`src/rtl/dsa_pkg.sv`:
```
`default_nettype none
package dsa_pkg;

	localparam int CAPACITY = 1024;
	localparam int SLOT_W   = 10;
	localparam int CNT_W    = 11;
	localparam int WORD_W   = 32;
	localparam int BIT_W    = 5;
	localparam int ROW_W    = SLOT_W - BIT_W;
	localparam int ROWS     = CAPACITY / WORD_W;
	localparam int STAT_W   = 3;

	localparam logic [CNT_W-1:0] CAP_MAX = CNT_W'(CAPACITY);

	typedef enum logic [1:0] {
		MODE_ALLOC_ONE   = 2'd0,
		MODE_ALLOC_RANGE = 2'd1,
		MODE_FREE_ONE    = 2'd2,
		MODE_FREE_RANGE  = 2'd3
	} mode_t;

	typedef enum logic [STAT_W-1:0] {
		ST_OK        = 3'd0,
		ST_EXHAUSTED = 3'd1,
		ST_RANGE     = 3'd2,
		ST_FREE      = 3'd3,
		ST_EMPTY     = 3'd4
	} status_t;

	typedef enum logic [3:0] {
		S_IDLE,
		S_POP,
		S_PCHK,
		S_PBIT,
		S_BRD,
		S_BSET,
		S_RTEST,
		S_RRD,
		S_REV,
		S_RBUMP,
		S_VRD,
		S_VEV,
		S_WRD,
		S_WWR,
		S_FRD,
		S_FEV
	} state_t;

	typedef struct packed {
		logic              we;
		logic [ROW_W-1:0]  addr;
		logic [WORD_W-1:0] wdata;
	} map_req_t;

	typedef struct packed {
		logic              we;
		logic [SLOT_W-1:0] waddr;
		logic [SLOT_W-1:0] wdata;
		logic [SLOT_W-1:0] raddr;
	} stk_req_t;

endpackage
`default_nettype wire

```
`src/rtl/dsa_bitmap.sv`:
```
`default_nettype none
module dsa_bitmap (
	input  wire logic                   clk,
	input  wire logic                   arst_n,
	input  wire dsa_pkg::map_req_t      req,
	output logic [dsa_pkg::WORD_W-1:0]  rdata
);
	import dsa_pkg::*;

	logic [WORD_W-1:0] mem [ROWS];
	logic [ROWS-1:0]   valid_q;
	logic [WORD_W-1:0] rd_q;
	logic              vrd_q;

	// word storage: one write and one registered read per cycle
	always_ff @(posedge clk) begin
		if (req.we) begin
			mem[req.addr] <= req.wdata;
		end
		rd_q <= mem[req.addr];
	end

	// row valid bits: an unwritten row reads as all free
	always_ff @(posedge clk or negedge arst_n) begin
		if (!arst_n) begin
			valid_q <= '0;
			vrd_q   <= 1'b0;
		end else begin
			if (req.we) begin
				valid_q[req.addr] <= 1'b1;
			end
			vrd_q <= valid_q[req.addr];
		end
	end

	assign rdata = vrd_q ? rd_q : '0;

endmodule
`default_nettype wire

```
`config.mk`:
```
export PLATFORM = sky130hd
export DESIGN_NAME = dsa_bitmap
export DESIGN_NICKNAME = d
export VERILOG_FILES = /design/src/rtl/dsa_pkg.sv /design/src/rtl/dsa_bitmap.sv
export SDC_FILE = /design/constraint.sdc
export NUM_CORES = 1
export LEC_CHECK = 0
export ABC_CLOCK_PERIOD_IN_PS = 2300
export BUFFER_PORTS_ARGS = -buffer_cell sky130_fd_sc_hd__buf_4
export CAP_MARGIN = 20
export CORE_ASPECT_RATIO = 0.8
export CORE_MARGIN = 3
export CORE_UTILIZATION = 30
export DETAILED_ROUTE_END_ITERATION = 12
export GPL_TIMING_DRIVEN = 0
export MAX_ROUTING_LAYER = met4
export SLEW_MARGIN = 10
export SYNTH_ARGS = -nofsm -noshare
export SYNTH_HDL_FRONTEND = slang
export SYNTH_SLANG_ARGS = --single-unit
```
`constraint.sdc`:
```
create_clock -name clk -period 2.3 [get_ports clk]
set_input_delay 0.23 -clock clk [delete_from_list [all_inputs] [get_ports clk]]
set_output_delay 0.23 -clock clk [all_outputs]
set_load 0.1 [all_outputs]
```
### After elaboration in Yosys (flattened, before gate mapping)

Memory sizes are Yosys's and may differ from the RTL's. A register that Yosys moved wholly into a read port is not among the register bits.
Index checks and enable logic that the tools add are counted.

* register bits after elaboration: 33
* output and inout port bits: 32
* memories: 1
* bits of input ports: 40
* RAM bits: 1024

Memories
* mem: depth 32, bits a word 32, rd ports 1, clocked after Yosys merged registers in 1, wr ports 1, RTL line dsa_bitmap.sv:10 `logic [WORD_W-1:0] mem [ROWS];`

* magnitude comparators: 2
* bitwise operators: 1
* muxes and demuxes: 7
* reductions and logical operators: 1

Operator list (number)
* $mux 32: 1
* $or 32x32->32: 1
* $lt 5x6->1 const B: 1
* $bmux 1 s5: 1
* $demux 1 s5: 1
* $ge 5x1->1 const B: 1
* $mux 1: 4
* $logic_and 1x1->1: 1

### Logic depth before layout (Yosys ltp)

* depth in word-level cells: 5
* gate-level depth with buffers: 7
* gate-level depth less buffers: 4

### Worst setup path before layout

OpenSTA, ideal clock, no wires.

* kind: input-to-reg
* start point: input port req[32] (netlist bit)
* end point: memory mem[24][0], enable pin
* arrival time: 3.255 ns
* setup slack: -1.418 ns
* stages on the path: 4
* buffers on the path: 2
* cell sequence: buf_2 or3b_2 clkbuf_1 nor3_1

RTL lines
* start: declaration: RTL line dsa_bitmap.sv:5 `input wire dsa_pkg::map_req_t req,`
* end: declaration: RTL line dsa_bitmap.sv:10

No word-level cell before the write port.

==> results.ini <==
[global_route]
grt_start_max_net_pins=34
grt_antenna_before_repair=6
grt_overflow=0
global_route_wire_length_before_repair_um=163000
grt_pass1_vias=21800
groute.usage.overall=0.166

[floorplanning]
ports=72
std_cell_rows=120
die_height_um=337
die_w_um=420
fp.dieArea_sq_um=142000
initial_utilization=0.305
coreArea_sq_um=135000

[sta]
finalSetupViolCount=1
max_clock_freq_mhz=433
slew_violations=0
grt_setup_unrepaired=no
clock_skew_ps=27.2
fin_crit_sh=1.00
final.min_clock_period_ps=2310
slew_headroom=0.299
post-route-worst-setup-slack_ps=-9.61
tightest_slew_ps=1050
report.final.hold_viol_count=0

[critical_path]
worst-path-max-fanout=10
required_ps=2810
cp-end-kind=flop
timing.critical_path.from_type=input pin
worst_ep_arrival_time_ps=2820
timing.setup.critical_path_class=in2reg

[drt]
vias_per_cell=5.15
mean_routed_wirelength_per_cell_um=26.6
wl_um=117000
first_iter_violations=2819
detailroute.via_count=22600
postRouteAntennaNets=0
remaining_design_rule_violation_count=0
detailedRoute.firstPassIterationCount=5

[cells_and_area]
drive_gt1_frac=0.195
layout-area-overhead-vs-synth_pct=20.6
numnets_final=2575
final_cell_area_sq_um=49700

[clocking]
clk_transition_reported_paths_ps=60
cts_tree=built
root_buffer=sky130_fd_sc_hd__clkbuf_16
clock_insertion_delay_worst_skew_ps=690
cts_max_path_buffers=3
cts_inserted_buffers=106
clock_sink_count=1089
cts_htree_levels=3

[placement]
hpwl_um=75300
gp_congestion=0.808
portBuffers=69
preCtsSetupSlack_ps=-1430
placed_area_sq_um=45400

[status]
failed_checks=setup timing
run_status=complete, but fails checks

[synthesis]
synth_flop_cell=sky130_fd_sc_hd__edfxtp_1
mappedNetlistArea_sq_um=41200
ys_warn_count=0
syn_nets=2275
synthCells=2235
synth-edff-count=1024
ys_async_sr_fraction=0.0303
synth_seq_cells=1089
synthDistinctLibCells=25
synth_sequential_area_ratio=0.782
postSynthAreaPerCell_sq_um=18.4

[pwr]
p_leak_nw=17.3
pwr_density_cell_nw_per_um2=863
irDropWorstVdd_mv=0.653
design_power_total_mw=42.9

[run]
timing.max_cap.violations=0

[worst_hold_path]
timing.hold.worst.class=in2async

==> sequential cells by signal (all words and copies together), names as in the netlist <==
register	flops
rd_q	32
vrd_q	1
valid_q	32
mem	1024
==> report_power, final <==
part           switching (mW)  internal [mW]
combinational            2.21          0.961
clock                    7.38           10.1
sequential              0.144           22.1
==> cells by family (layout without fill, tap and decap cells) <==
logic type,count (synthesis),count (layout),share of synthesized area
compound gates,264,264,0.0401
buf+inv,130,518,0.0181
flops,1089,1089,0.782
mux,528,528,0.128
other cells,0,1,0
simple gates,224,224,0.0316
==> final cells by class <==
type,instances,area [sq um]
clock inverters,63,649
well taps,1769,2210
repair buffers,192,2510
multi-input cells,1016,8520
flip-flops and latches,1089,32200
fillers,12400,85400
diodes,1,2.50
clock buffers,133,2840
plain buffers,130,759
==> critical path, stage by stage <==
cell and delay (ps):
sky130_fd_sc_hd__buf_2 350, sky130_fd_sc_hd__buf_2 480, sky130_fd_sc_hd__buf_2 480, sky130_fd_sc_hd__mux2i_1 350
sky130_fd_sc_hd__o22ai_1 150, sky130_fd_sc_hd__nor4_2 580, sky130_fd_sc_hd__nand2_1 160
==> per-stage QoR <==
step | utilization | hold WS, ps | instances | setup TNS [ps]
after floorplan | - | -65.6 | 2235 | -389810
after global placement | 0.325 | 208 | 4073 | -2833690
after detailed placement | 0.336 | 215 | 4125 | -815810
after CTS | 0.367 | 73.6 | 4383 | 0
after global routing | 0.368 | 113 | 4393 | 0
final | 0.368 | 85.8 | 4393 | -9.61
==> routing by layer <==
metal	part of all wire	global-route usage	up-vias
met5	0	-	-
met4	0.026	0.0466	0
met3	0.087	0.0322	217
met2	0.46	0.251	1099
met1	0.43	0.229	11700
li1	-	-	9630
==> final timing paths <==
path	cells after the start	slack, ps	end	start
setup / recovery	7	-10	rd_q[3]$_DFF_P_	req[33]
hold / removal	2	90	valid_q[14]$_DFFE_PN0P_	arst_n
setup reg to reg	4	630	rd_q[20]$_DFF_P_	mem[26][20]$_DFFE_PP_
hold reg to reg	1	470	valid_q[24]$_DFFE_PN0P_	valid_q[24]$_DFFE_PN0P_
max in group asynchronous	2	1820	vrd_q$_DFF_PN0_	arst_n
min in group clk	4	250	mem[21][27]$_DFFE_PP_	req[37]
==> cells in the mapped netlist (4+ instances only) <==
| master | instances | share of area |
|---|---|---|
| sky130_fd_sc_hd__edfxtp_1 | 1024 | 0.75 |
| sky130_fd_sc_hd__mux2i_1 | 528 | 0.13 |
| sky130_fd_sc_hd__o22ai_1 | 264 | 0.040 |
| sky130_fd_sc_hd__buf_2 | 101 | 0.012 |
| sky130_fd_sc_hd__nor4_1 | 66 | 0.010 |
| sky130_fd_sc_hd__nand2_1 | 35 | 0.0032 |
| sky130_fd_sc_hd__dfrtp_1 | 33 | 0.020 |
| sky130_fd_sc_hd__and2_1 | 32 | 0.0049 |
| sky130_fd_sc_hd__dfxtp_1 | 32 | 0.016 |
| sky130_fd_sc_hd__or2_2 | 31 | 0.0047 |
| sky130_fd_sc_hd__nor2_1 | 29 | 0.0026 |
| sky130_fd_sc_hd__buf_6 | 16 | 0.0044 |
| sky130_fd_sc_hd__clkbuf_1 | 10 | 0.00091 |
| sky130_fd_sc_hd__nand4bb_1 | 6 | 0.0016 |
| sky130_fd_sc_hd__nand3b_1 | 4 | 0.00073 |
| sky130_fd_sc_hd__nand4b_1 | 4 | 0.00085 |
| sky130_fd_sc_hd__nor3_1 | 4 | 0.00049 |
| sky130_fd_sc_hd__or4b_1 | 4 | 0.00097 |
==> timing repair <==
action / CTS / global route
cloned: 0 / 0
hold endpoints to repair: 1057 / 0
setup buffers: 29 / 9
hold buffers: 33 / 0
pin swaps: 17 / 2
gates resized for setup: 25 / 6
endpoints found under the setup margin: 593 / 53
==> cells in the final DEF, fill, tap and decap left out, drive strengths merged, types with 2 or more instances in the layout <==
master          n
dlygate4sd3    33
clkinv         45
buf           279
or4b            4
dfrtp          33
nand3           2
and2           32
nor3            4
nand3b          4
edfxtp       1024
bufinv         12
clkbuf        143
mux2i         528
or2            32
clkinvlp        3
nand4b          4
or3b            3
nand4bb         6
dfxtp          32
nor4           66
nand2          35
o22ai         264
nor2           29
inv             3
(Power assumes the default switching activity.)
