===== src/rtl/dsa_pkg.sv =====
`default_nettype none
package dsa_pkg;

	localparam int CAPACITY = 1024;
	localparam int SLOT_W   = 10;
	localparam int CNT_W    = 11;
	localparam int WORD_W   = 32;
	localparam int BIT_W    = 5;
	localparam int ROW_W    = SLOT_W - BIT_W;
	localparam int ROWS     = CAPACITY / WORD_W;
	localparam int STAT_W   = 3;

	localparam logic [CNT_W-1:0] CAP_MAX = CNT_W'(CAPACITY);

	typedef enum logic [1:0] {
		MODE_ALLOC_ONE   = 2'd0,
		MODE_ALLOC_RANGE = 2'd1,
		MODE_FREE_ONE    = 2'd2,
		MODE_FREE_RANGE  = 2'd3
	} mode_t;

	typedef enum logic [STAT_W-1:0] {
		ST_OK        = 3'd0,
		ST_EXHAUSTED = 3'd1,
		ST_RANGE     = 3'd2,
		ST_FREE      = 3'd3,
		ST_EMPTY     = 3'd4
	} status_t;

	typedef enum logic [3:0] {
		S_IDLE,
		S_POP,
		S_PCHK,
		S_PBIT,
		S_BRD,
		S_BSET,
		S_RTEST,
		S_RRD,
		S_REV,
		S_RBUMP,
		S_VRD,
		S_VEV,
		S_WRD,
		S_WWR,
		S_FRD,
		S_FEV
	} state_t;

	typedef struct packed {
		logic              we;
		logic [ROW_W-1:0]  addr;
		logic [WORD_W-1:0] wdata;
	} map_req_t;

	typedef struct packed {
		logic              we;
		logic [SLOT_W-1:0] waddr;
		logic [SLOT_W-1:0] wdata;
		logic [SLOT_W-1:0] raddr;
	} stk_req_t;

endpackage
`default_nettype wire


===== src/rtl/dsa_ctrl.sv =====
`default_nettype none
module dsa_ctrl (
	input  wire logic                   clk,
	input  wire logic                   arst_n,
	input  wire logic                   start,
	output logic                        busy,
	input  wire logic [1:0]             mode,
	input  wire logic [dsa_pkg::SLOT_W-1:0] slot,
	input  wire logic [dsa_pkg::CNT_W-1:0]  count,
	output logic                        done,
	output logic [dsa_pkg::SLOT_W-1:0]  first_slot,
	output logic [dsa_pkg::STAT_W-1:0]  status,
	input  wire logic                   cfg_we,
	input  wire logic [dsa_pkg::CNT_W-1:0]  cfg_wdata,
	output dsa_pkg::map_req_t           map_req,
	input  wire logic [dsa_pkg::WORD_W-1:0] map_rd,
	output dsa_pkg::stk_req_t           stk_req,
	input  wire logic [dsa_pkg::SLOT_W-1:0] stk_rd
);
	import dsa_pkg::*;

	state_t            state_q, state_d;
	logic [CNT_W-1:0]  cap_q, cap_eff;
	logic [CNT_W-1:0]  depth_q, bump_q, hint_q, d_q, first_q, i_q, cnt_q;
	logic [SLOT_W-1:0] cur_q;
	logic              setv_q;
	logic              done_q;
	logic [SLOT_W-1:0] res_slot_q;
	status_t           res_stat_q;

	logic              fin;
	logic [SLOT_W-1:0] fin_slot;
	status_t           fin_stat;
	mode_t             md;
	logic              bit_set, last_i;
	logic [CNT_W:0]    range_end, scan_end, bump_end;
	logic [WORD_W-1:0] mask;

	assign md        = mode_t'(mode);
	assign cap_eff   = (cap_q > CAP_MAX) ? CAP_MAX : cap_q;
	assign bit_set   = map_rd[cur_q[BIT_W-1:0]];
	assign last_i    = (i_q + CNT_W'(1)) == cnt_q;
	assign range_end = {1'b0, CNT_W'(slot)} + {1'b0, count} - (CNT_W+1)'(1);
	assign scan_end  = {1'b0, first_q} + {1'b0, cnt_q};
	assign bump_end  = {1'b0, bump_q} + {1'b0, cnt_q};
	assign mask      = WORD_W'(1) << cur_q[BIT_W-1:0];

	// next state and result of the finishing cycle
	always_comb begin
		state_d  = state_q;
		fin      = 1'b0;
		fin_slot = '0;
		fin_stat = ST_OK;
		unique case (state_q)
			S_IDLE: begin
				if (start) begin
					priority if (md == MODE_ALLOC_ONE ||
						(md == MODE_ALLOC_RANGE && count == CNT_W'(1))) begin
						state_d = S_POP;
					end else if (count == '0 &&
						(md == MODE_ALLOC_RANGE || md == MODE_FREE_RANGE)) begin
						fin      = 1'b1;
						fin_stat = ST_EMPTY;
					end else if (md == MODE_ALLOC_RANGE) begin
						state_d = S_RTEST;
					end else if (CNT_W'(slot) >= cap_eff) begin
						fin      = 1'b1;
						fin_stat = ST_RANGE;
					end else if (md == MODE_FREE_ONE || count == CNT_W'(1)) begin
						state_d = S_FRD;
					end else if (range_end >= {1'b0, cap_eff}) begin
						fin      = 1'b1;
						fin_stat = ST_RANGE;
					end else begin
						state_d = S_VRD;
					end
				end
			end
			S_POP: begin
				if (d_q == '0) begin
					if (bump_q >= cap_eff) begin
						fin      = 1'b1;
						fin_stat = ST_EXHAUSTED;
						state_d  = S_IDLE;
					end else begin
						state_d = S_BRD;
					end
				end else begin
					state_d = S_PCHK;
				end
			end
			S_PCHK: state_d = S_PBIT;
			S_PBIT: begin
				if (!bit_set) begin
					fin      = 1'b1;
					fin_slot = cur_q;
					state_d  = S_IDLE;
				end else begin
					state_d = S_POP;
				end
			end
			S_BRD: state_d = S_BSET;
			S_BSET: begin
				fin      = 1'b1;
				fin_slot = cur_q;
				state_d  = S_IDLE;
			end
			S_RTEST: state_d = (scan_end <= {1'b0, bump_q}) ? S_RRD : S_RBUMP;
			S_RRD:   state_d = S_REV;
			S_REV: begin
				priority if (bit_set) state_d = S_RTEST;
				else if (last_i)      state_d = S_WRD;
				else                  state_d = S_RRD;
			end
			S_RBUMP: begin
				if (bump_end > {1'b0, cap_eff}) begin
					fin      = 1'b1;
					fin_stat = ST_EXHAUSTED;
					state_d  = S_IDLE;
				end else begin
					state_d = S_WRD;
				end
			end
			S_VRD: state_d = S_VEV;
			S_VEV: begin
				priority if (!bit_set) begin
					fin      = 1'b1;
					fin_stat = ST_FREE;
					state_d  = S_IDLE;
				end else if (last_i) begin
					state_d = S_WRD;
				end else begin
					state_d = S_VRD;
				end
			end
			S_WRD: state_d = S_WWR;
			S_WWR: begin
				if (last_i) begin
					fin      = 1'b1;
					fin_slot = setv_q ? first_q[SLOT_W-1:0] : '0;
					state_d  = S_IDLE;
				end else begin
					state_d = S_WRD;
				end
			end
			S_FRD: state_d = S_FEV;
			S_FEV: begin
				fin     = 1'b1;
				state_d = S_IDLE;
				if (!bit_set) begin
					fin_stat = ST_FREE;
				end
			end
			default: state_d = S_IDLE;
		endcase
	end

	// memory controls
	always_comb begin
		map_req.we    = 1'b0;
		map_req.addr  = cur_q[SLOT_W-1:BIT_W];
		map_req.wdata = map_rd | mask;
		stk_req.we    = 1'b0;
		stk_req.waddr = depth_q[SLOT_W-1:0];
		stk_req.wdata = cur_q;
		stk_req.raddr = SLOT_W'(d_q - CNT_W'(1));
		unique case (state_q)
			S_PCHK: map_req.addr = stk_rd[SLOT_W-1:BIT_W];
			S_PBIT: map_req.we = !bit_set;
			S_BSET: map_req.we = 1'b1;
			S_WWR: begin
				map_req.we    = 1'b1;
				map_req.wdata = setv_q ? (map_rd | mask) : (map_rd & ~mask);
			end
			S_FEV: begin
				map_req.we    = bit_set;
				map_req.wdata = map_rd & ~mask;
				stk_req.we    = bit_set && (depth_q != CAP_MAX);
			end
			default: begin
			end
		endcase
	end

	// sequencer state and results
	always_ff @(posedge clk or negedge arst_n) begin
		if (!arst_n) begin
			state_q <= S_IDLE;
			done_q  <= 1'b0;
			cap_q   <= CAP_MAX;
			depth_q <= '0;
			bump_q  <= '0;
			hint_q  <= '0;
		end else begin
			state_q <= state_d;
			done_q  <= fin;
			if (cfg_we) begin
				cap_q <= cfg_wdata;
			end
			unique case (state_q)
				S_PBIT: if (!bit_set) depth_q <= d_q;
				S_BSET: begin
					depth_q <= d_q;
					bump_q  <= bump_q + CNT_W'(1);
				end
				S_REV: begin
					if (!bit_set && last_i && first_q == hint_q) begin
						hint_q <= CNT_W'(scan_end);
					end
				end
				S_RBUMP: begin
					if (bump_end <= {1'b0, cap_eff}) begin
						bump_q <= CNT_W'(bump_end);
					end
				end
				S_WWR: begin
					if (last_i && !setv_q && first_q < hint_q) begin
						hint_q <= first_q;
					end
				end
				S_FEV: begin
					if (bit_set) begin
						if (depth_q != CAP_MAX) begin
							depth_q <= depth_q + CNT_W'(1);
						end
						if (CNT_W'(cur_q) < hint_q) begin
							hint_q <= CNT_W'(cur_q);
						end
					end
				end
				default: begin
				end
			endcase
		end
	end

	// working registers of the current transaction
	always_ff @(posedge clk) begin
		if (fin) begin
			res_slot_q <= fin_slot;
			res_stat_q <= fin_stat;
		end
		unique case (state_q)
			S_IDLE: begin
				d_q     <= depth_q;
				first_q <= (md == MODE_ALLOC_RANGE) ? hint_q : CNT_W'(slot);
				cur_q   <= slot;
				cnt_q   <= count;
				i_q     <= '0;
			end
			S_POP: begin
				if (d_q == '0) begin
					cur_q <= bump_q[SLOT_W-1:0];
				end else begin
					d_q <= d_q - CNT_W'(1);
				end
			end
			S_PCHK: cur_q <= stk_rd;
			S_RTEST: begin
				cur_q <= first_q[SLOT_W-1:0];
				i_q   <= '0;
			end
			S_REV: begin
				priority if (bit_set) begin
					first_q <= CNT_W'(cur_q) + CNT_W'(1);
				end else if (last_i) begin
					cur_q  <= first_q[SLOT_W-1:0];
					i_q    <= '0;
					setv_q <= 1'b1;
				end else begin
					cur_q <= cur_q + SLOT_W'(1);
					i_q   <= i_q + CNT_W'(1);
				end
			end
			S_RBUMP: begin
				first_q <= bump_q;
				cur_q   <= bump_q[SLOT_W-1:0];
				i_q     <= '0;
				setv_q  <= 1'b1;
			end
			S_VEV: begin
				if (last_i) begin
					cur_q  <= first_q[SLOT_W-1:0];
					i_q    <= '0;
					setv_q <= 1'b0;
				end else begin
					cur_q <= cur_q + SLOT_W'(1);
					i_q   <= i_q + CNT_W'(1);
				end
			end
			S_WWR: begin
				cur_q <= cur_q + SLOT_W'(1);
				i_q   <= i_q + CNT_W'(1);
			end
			default: begin
			end
		endcase
	end

	assign busy       = state_q != S_IDLE;
	assign done       = done_q;
	assign first_slot = res_slot_q;
	assign status     = res_stat_q;

endmodule
`default_nettype wire


===== config.mk =====
export PLATFORM = sky130hd
export DESIGN_NAME = dsa_ctrl
export DESIGN_NICKNAME = d
export VERILOG_FILES = /design/src/rtl/dsa_pkg.sv /design/src/rtl/dsa_ctrl.sv
export SDC_FILE = /design/constraint.sdc
export NUM_CORES = 1
export LEC_CHECK = 0
export BUFFER_PORTS_ARGS = -buffer_cell sky130_fd_sc_hd__buf_2
export CORE_ASPECT_RATIO = 0.7
export CORE_MARGIN = 2
export CORE_UTILIZATION = 33
export DETAILED_ROUTE_END_ITERATION = 10
export GPL_ROUTABILITY_DRIVEN = 0
export GPL_TIMING_DRIVEN = 0
export PLACE_DENSITY = 0.61
export SLEW_MARGIN = 15
export SYNTH_ARGS = -nofsm -noshare
export SYNTH_HDL_FRONTEND = slang
export SYNTH_SLANG_ARGS = --single-unit

===== constraint.sdc =====
create_clock -name clk -period 4.3 [get_ports clk]
set_input_delay 0 -clock clk [delete_from_list [all_inputs] [get_ports clk]]
set_output_delay 0 -clock clk [all_outputs]
set_load 0.1 [all_outputs]

; ---- After elaboration in Yosys (flattened, before gate mapping)
; Index checks and enable logic that the tools add are counted.
[word_totals]
reg_bits = 117
input_bits = 80
out_inout_bits = 84
[classes]
addsub = 10
order_cmp = 10
n_eq_ne = 39
n_shift = 1
muxes = 82
n_bitwise = 3
n_reduce_logical = 39
[op_table]
columns = op, count
row1 = 2-to-1 mux 11 bit, 14
row2 = case mux 11 bit (3 select lines), 3
row3 = case mux 10 bit (8 select lines), 1
row4 = case mux 32 bit (2 select lines), 1
row5 = 2-to-1 mux 10 bit, 6
row6 = case mux 4 bit (15 select lines), 1
row7 = 2-to-1 mux 4 bit, 14
row8 = case mux 11 bit (2 select lines), 2
row9 = case mux 11 bit (4 select lines), 1
row10 = adder 11 x 1 -> 11 bit (second input constant), 3
row11 = AND 32 bit, 1
row12 = equality test 4 bit (second input constant), 8
row13 = 2-to-1 mux 32 bit, 1
row14 = inverter 32 bit, 1
row15 = OR 32 bit, 1
row16 = << shifter 1 x 5 -> 32 bit (first input constant), 1
row17 = case mux 10 bit (3 select lines), 1
row18 = inequality test 2 bit (second input constant), 14
row19 = adder 11 x 11 -> 12 bit, 2
row20 = <= comparator 12 x 11 -> 1 bit, 2
row21 = equality test 11 bit, 2
row22 = zero test 11 bit, 2
row23 = 2-to-1 mux 1 bit, 21
row24 = equality test 4 x 3 -> 1 bit (second input constant), 4
row25 = other kinds (44), 77

; ---- Longest topological paths before layout
[depth]
ltp_word = 11
ltp_mapped = 21
mapped_depth_nobuf = 21

; ---- Worst setup path after synthesis
; No wires, ideal clock.
[synth_path]
kind = reg2out
from = register cur_q[0]
to = output map_req[37] in the netlist's numbering
arrival_time_ps = 4296
slack_ps = 4
stages_incl_launch_ff = 10
path_cell_list = edfxtp_1 -> buf_2 -> mux4_2 -> mux2_2 -> a22o_1 -> a311oi_4 -> buf_6 -> inv_2 -> a2bb2oi_1 -> nor2b_1
[synth_rtl]
columns = item, line_no
row1 = "start, declared", dsa_ctrl.sv:25  ; logic [SLOT_W-1:0] cur_q;
row2 = "start signal, assigned", dsa_ctrl.sv:247  ; cur_q <= slot;
row3 = "start signal, assigned", dsa_ctrl.sv:253  ; cur_q <= bump_q[SLOT_W-1:0];
row4 = "start signal, assigned", dsa_ctrl.sv:258  ; S_PCHK: cur_q <= stk_rd;
row5 = "end, declared", dsa_ctrl.sv:15  ; output dsa_pkg::map_req_t map_req,

; ---- Final worst setup path
[layout_path]
from = register cnt_q[0]
to = register res_slot_q[8], in the netlist first_slot[8], enable pin
[layout_between]
elab_chain_len = 4
elab_cells_between_ends = 6
classes_between = add/sub (1) / order compare (1) / eq/ne (1) / mux (3)
[layout_rtl]
columns = item, line_no
row1 = "start, declared", dsa_ctrl.sv:24  ; logic [CNT_W-1:0] depth_q, bump_q, hint_q, d_q, first_q, i_q, cnt_q;
row2 = "start signal, assigned", dsa_ctrl.sv:248  ; cnt_q <= count;
row3 = adder 11 x 11 -> 12 bit, dsa_ctrl.sv:45  ; assign bump_end = {1'b0, bump_q} + {1'b0, cnt_q};
row4 = > comparator 12 x 11 -> 1 bit, dsa_ctrl.sv:116  ; if (bump_end > {1'b0, cap_eff}) begin
row5 = 2-to-1 mux 1 bit, dsa_ctrl.sv:116
row6 = case mux 1 bit (6 select lines) (*), dsa_ctrl.sv:54  ; unique case (state_q)
row7 = net fin, dsa_ctrl.sv:31  ; logic fin;
row8 = "end signal, assigned", dsa_ctrl.sv:240  ; res_slot_q <= fin_slot;
row9 = "end, declared", dsa_ctrl.sv:28  ; logic [SLOT_W-1:0] res_slot_q;
; Mark *: on every way through the listed nets, which the timed path passes. The rest lies on a longest branch.
; A chain may end at the register's enable or synchronous reset.

==> impl_metrics.yaml <==
die:
  io_pins: 164
  die_w_um: 226
  initial_utilization_pct: 33.7
  rows: 56
  dieArea_um2: 36100
  fp.dieH_um: 159
  core-area_um2: 33800
worst_hold_path:
  hold_class: "in -> reg"
  hold-path-cell-count: 3
  worstHoldEndpoint: "cur_q[1]"
  min_from: "slot[1]"
timing:
  timing.slew.headroom_pct: 34.3
  finClkSkew_ns: 0.0129
  fin_crit_sh_pct: 98.4
  holdWs_ns: 0.0442
  finalHoldViolations: 0
  timing.final.crit_period_ns: 4.23
  setup_viol: 0
  tightest_slew_ns: 0.977
  final-max-slew-violation-count: 0
  max_clock_freq_mhz: 236
global_route:
  grt_pass1_wl_mm: 65.8
  grt_max_degree: 50
  first_global_vias: 11100
  grt-ovfl-total: 0
  antenna_found_initial: 1
  track_usage_pct: 23.8
setup_path:
  r2r_start: "cnt_q[0]"
  critPathKind: "reg -> reg"
  arrival_ns: 4.43
  end_kind: "register"
  worstPathMaxFanout: 6
  crit_slowest_cell: "edfxtp_1"
  cpMostUsedCell: "o21ai_2"
  r2r_end: "first_slot[8]"
  r2r_setup_slack_ns: 0.07
  worst-path-buf-inv: 1
  crit_path_max_incr_delay_ns: 0.45
  crit_path_cell_trace: "ha_4, fa_2, a21oi_2, o211ai_1, nor4_2, nor3_2, a31oi_2, xnor2_2, ha_1, and3_4, a211oi_2, o21ai_1, o21ai_2, o21ai_2, a32oi_2, o2111ai_4, buf_8"
  startpoint_type: "register"
  required_ns: 4.50
  cp_top_family: "compound AO/OA/AOI/OAI gates"
  r2r.worst_path.cells: 17
synth:
  syn_nets: 1557
  yosysSeqAreaShare_pct: 28.7
  synth_ff_type: "edfxtp_1"
  yosysWarnings: 0
  ys_types: 77
  avgSynthCellArea_um2: 8.46
  ys_ff_latch: 117
  synth_area_leaders: "edfxtp_1 18%, ha_1 14%, dfrtp_1 11%, a21oi_1 5.2%, nor2_1 4.2%"
  yosys.area.top_type: "edfxtp_1"
  syn_inst: 1347
  synthesis.area_um2: 11400
  synth.top_cell.area_share_pct: 17.9
  async_flop_share_pct: 41.9
  synth-edff-count: 68
route:
  num_vias: 11900
  drt_iter0_markers: 1506
  wirelength_mm: 43.9
  viasPerCell: 5.77
  drc: 0
  wl_per_cell_um: 21.4
  first_pass_iters: 7
  ant_nets: 0
clock_tree:
  cts_num_sinks: 117
  clock_path_buffers: 2
  cts_root_buf: "clkbuf_16"
  htree_levels: 4
  clock_latency_ns: 0.45
  clk_pin_slew_worst_paths_ns: 0.06
  cts_tree: "built"
  numCtsBuffers: 17
finish:
  area_growth_pct: 22.9
  drive_gt1_share_pct: 20.9
  finalNetCount: 1789
placed_design:
  io_buffers: 163
  dp_hpwl_mm: 33.7
run:
  max_cap_violations: 0
status:
  status: "finished clean"
-- worst max path at each step --
stage              start            end  cells past startpoint
2_1_floorplan   cur_q[0]    map_req[37]                      9
3_3_place_gp   bump_q[1]  first_slot[0]                     14
3_5_place_dp   bump_q[1]  first_slot[2]                     15
4_1_cts        bump_q[4]  first_slot[8]                     16
5_1_grt         count[3]  first_slot[8]                     22
6_report        cnt_q[0]  first_slot[8]                     17
-- cells in the mapped netlist (7+ instances only) --
cell type	number
a211oi_1	16
a21o_1	14
a21oi_1	119
a21oi_2	16
a221oi_1	9
a222oi_1	7
a22o_1	11
a31oi_1	49
a41oi_1	7
and3_1	8
buf_1	7
buf_4	10
clkbuf_1	47
dfrtp_1	48
edfxtp_1	68
ha_1	127
inv_1	102
mux2_2	25
mux2i_1	20
nand2_1	120
nand2b_1	14
nand3_1	27
nand4_1	10
nor2_1	128
nor2b_1	22
nor3_1	17
nor4_1	7
o2111ai_1	7
o211ai_1	16
o21a_1	9
o21ai_0	82
o22ai_1	8
xnor2_1	37
xor2_1	24
-- metal layers --
layer	share of wire (%)	vias to the layer above	GRT usage, %
met2	43	766	34.8
met4	2.6	0	6.97
met5	0	-	0
met1	43	5573	34.4
met3	12	99	5.67
li1	-	5429	-
-- kinds of logic (layout without fill, tap and decap cells) --
| kind of cell | count (synthesis) | count (layout) | share of synthesized area [%] |
|---|---|---|---|
| XOR/XNOR | 61 | 61 | 4.69 |
| adder cells (fa/ha/maj) | 130 | 130 | 14.5 |
| flip-flops | 117 | 117 | 28.7 |
| other | 0 | 1 | 0 |
| AND/OR/NAND/NOR | 388 | 388 | 15.8 |
| buffers and inverters | 176 | 421 | 6.50 |
| AO/OA/AOI/OAI | 422 | 422 | 24.1 |
| multiplexers | 53 | 53 | 5.74 |
-- repair_timing --
| item | in CTS | in global routing |
|---|---|---|
| pin swaps | 4 | 21 |
| hold buffers | 27 | 0 |
| setup endpoints to repair | 28 | 30 |
| endpoints found under the hold margin | 72 | 0 |
| gates resized for setup | 12 | 35 |
| cloned | 0 | 1 |
| setup buffers | 4 | 16 |
-- layout make-up --
type	instances	area [µm²]
Antenna cell	1	2.50
Buffer	73	359
Clock buffer	21	470
Clock inverter	11	101
Fill cell	3423	19800
Inverter	103	387
Multi-Input combinational cell	1054	7560
Sequential cell	117	3270
Tap cell	464	581
Timing Repair Buffer	213	1280
-- metrics by stage --
step | cells | TNS, ns | utilization [%] | instance area, µm² | worst slack [ns]
floorplan | 1347 | 0 | - | 11400 | 0.00429
global placement | 1974 | -33.74 | 37.9 | 12800 | -1.44
detailed placement | 1976 | -17.26 | 38.0 | 12800 | -0.731
CTS | 2039 | 0 | 40.7 | 13800 | 0.00537
global route | 2057 | -0.359 | 41.5 | 14000 | -0.0338
finish | 2057 | 0 | 41.5 | 14000 | 0.0700
-- cell usage in the layout, fill, tap and decap left out, types with 15 or more instances in the layout --
cell type        n
nand3_1         27
mux2i_1         20
a21oi_1        111
ha_1           124
dlygate4sd3_1   27
buf_2          167
edfxtp_1        68
xor2_1          24
clkbuf_16       17
nor2_1         128
nand2_1        120
nor3_1          15
clkbuf_1        46
nor2b_1         22
inv_1          102
dfrtp_1         45
xnor2_1         36
o21ai_0         75
o211ai_1        16
mux2_2          25
a21oi_2         24
a31oi_1         48
buf_4           32
-- flip-flops by register name, summed over array words and instances (netlist names) --
name,flops
setv_q,1
done,1
state_q,4
hint_q,11
i_q,11
bump_q,11
first_q,11
cap_q,11
cur_q,10
cnt_q,11
depth_q,11
first_slot,10
status,3
d_q,11
-- worst min-delay path, stage by stage --
cell and delay (ns):
buf_2 0.19, nor2_1 0.07, a21oi_1 0.11
Power is not shown: default switching activity piles up to over one toggle a cycle in this logic, so the estimate is an artifact.
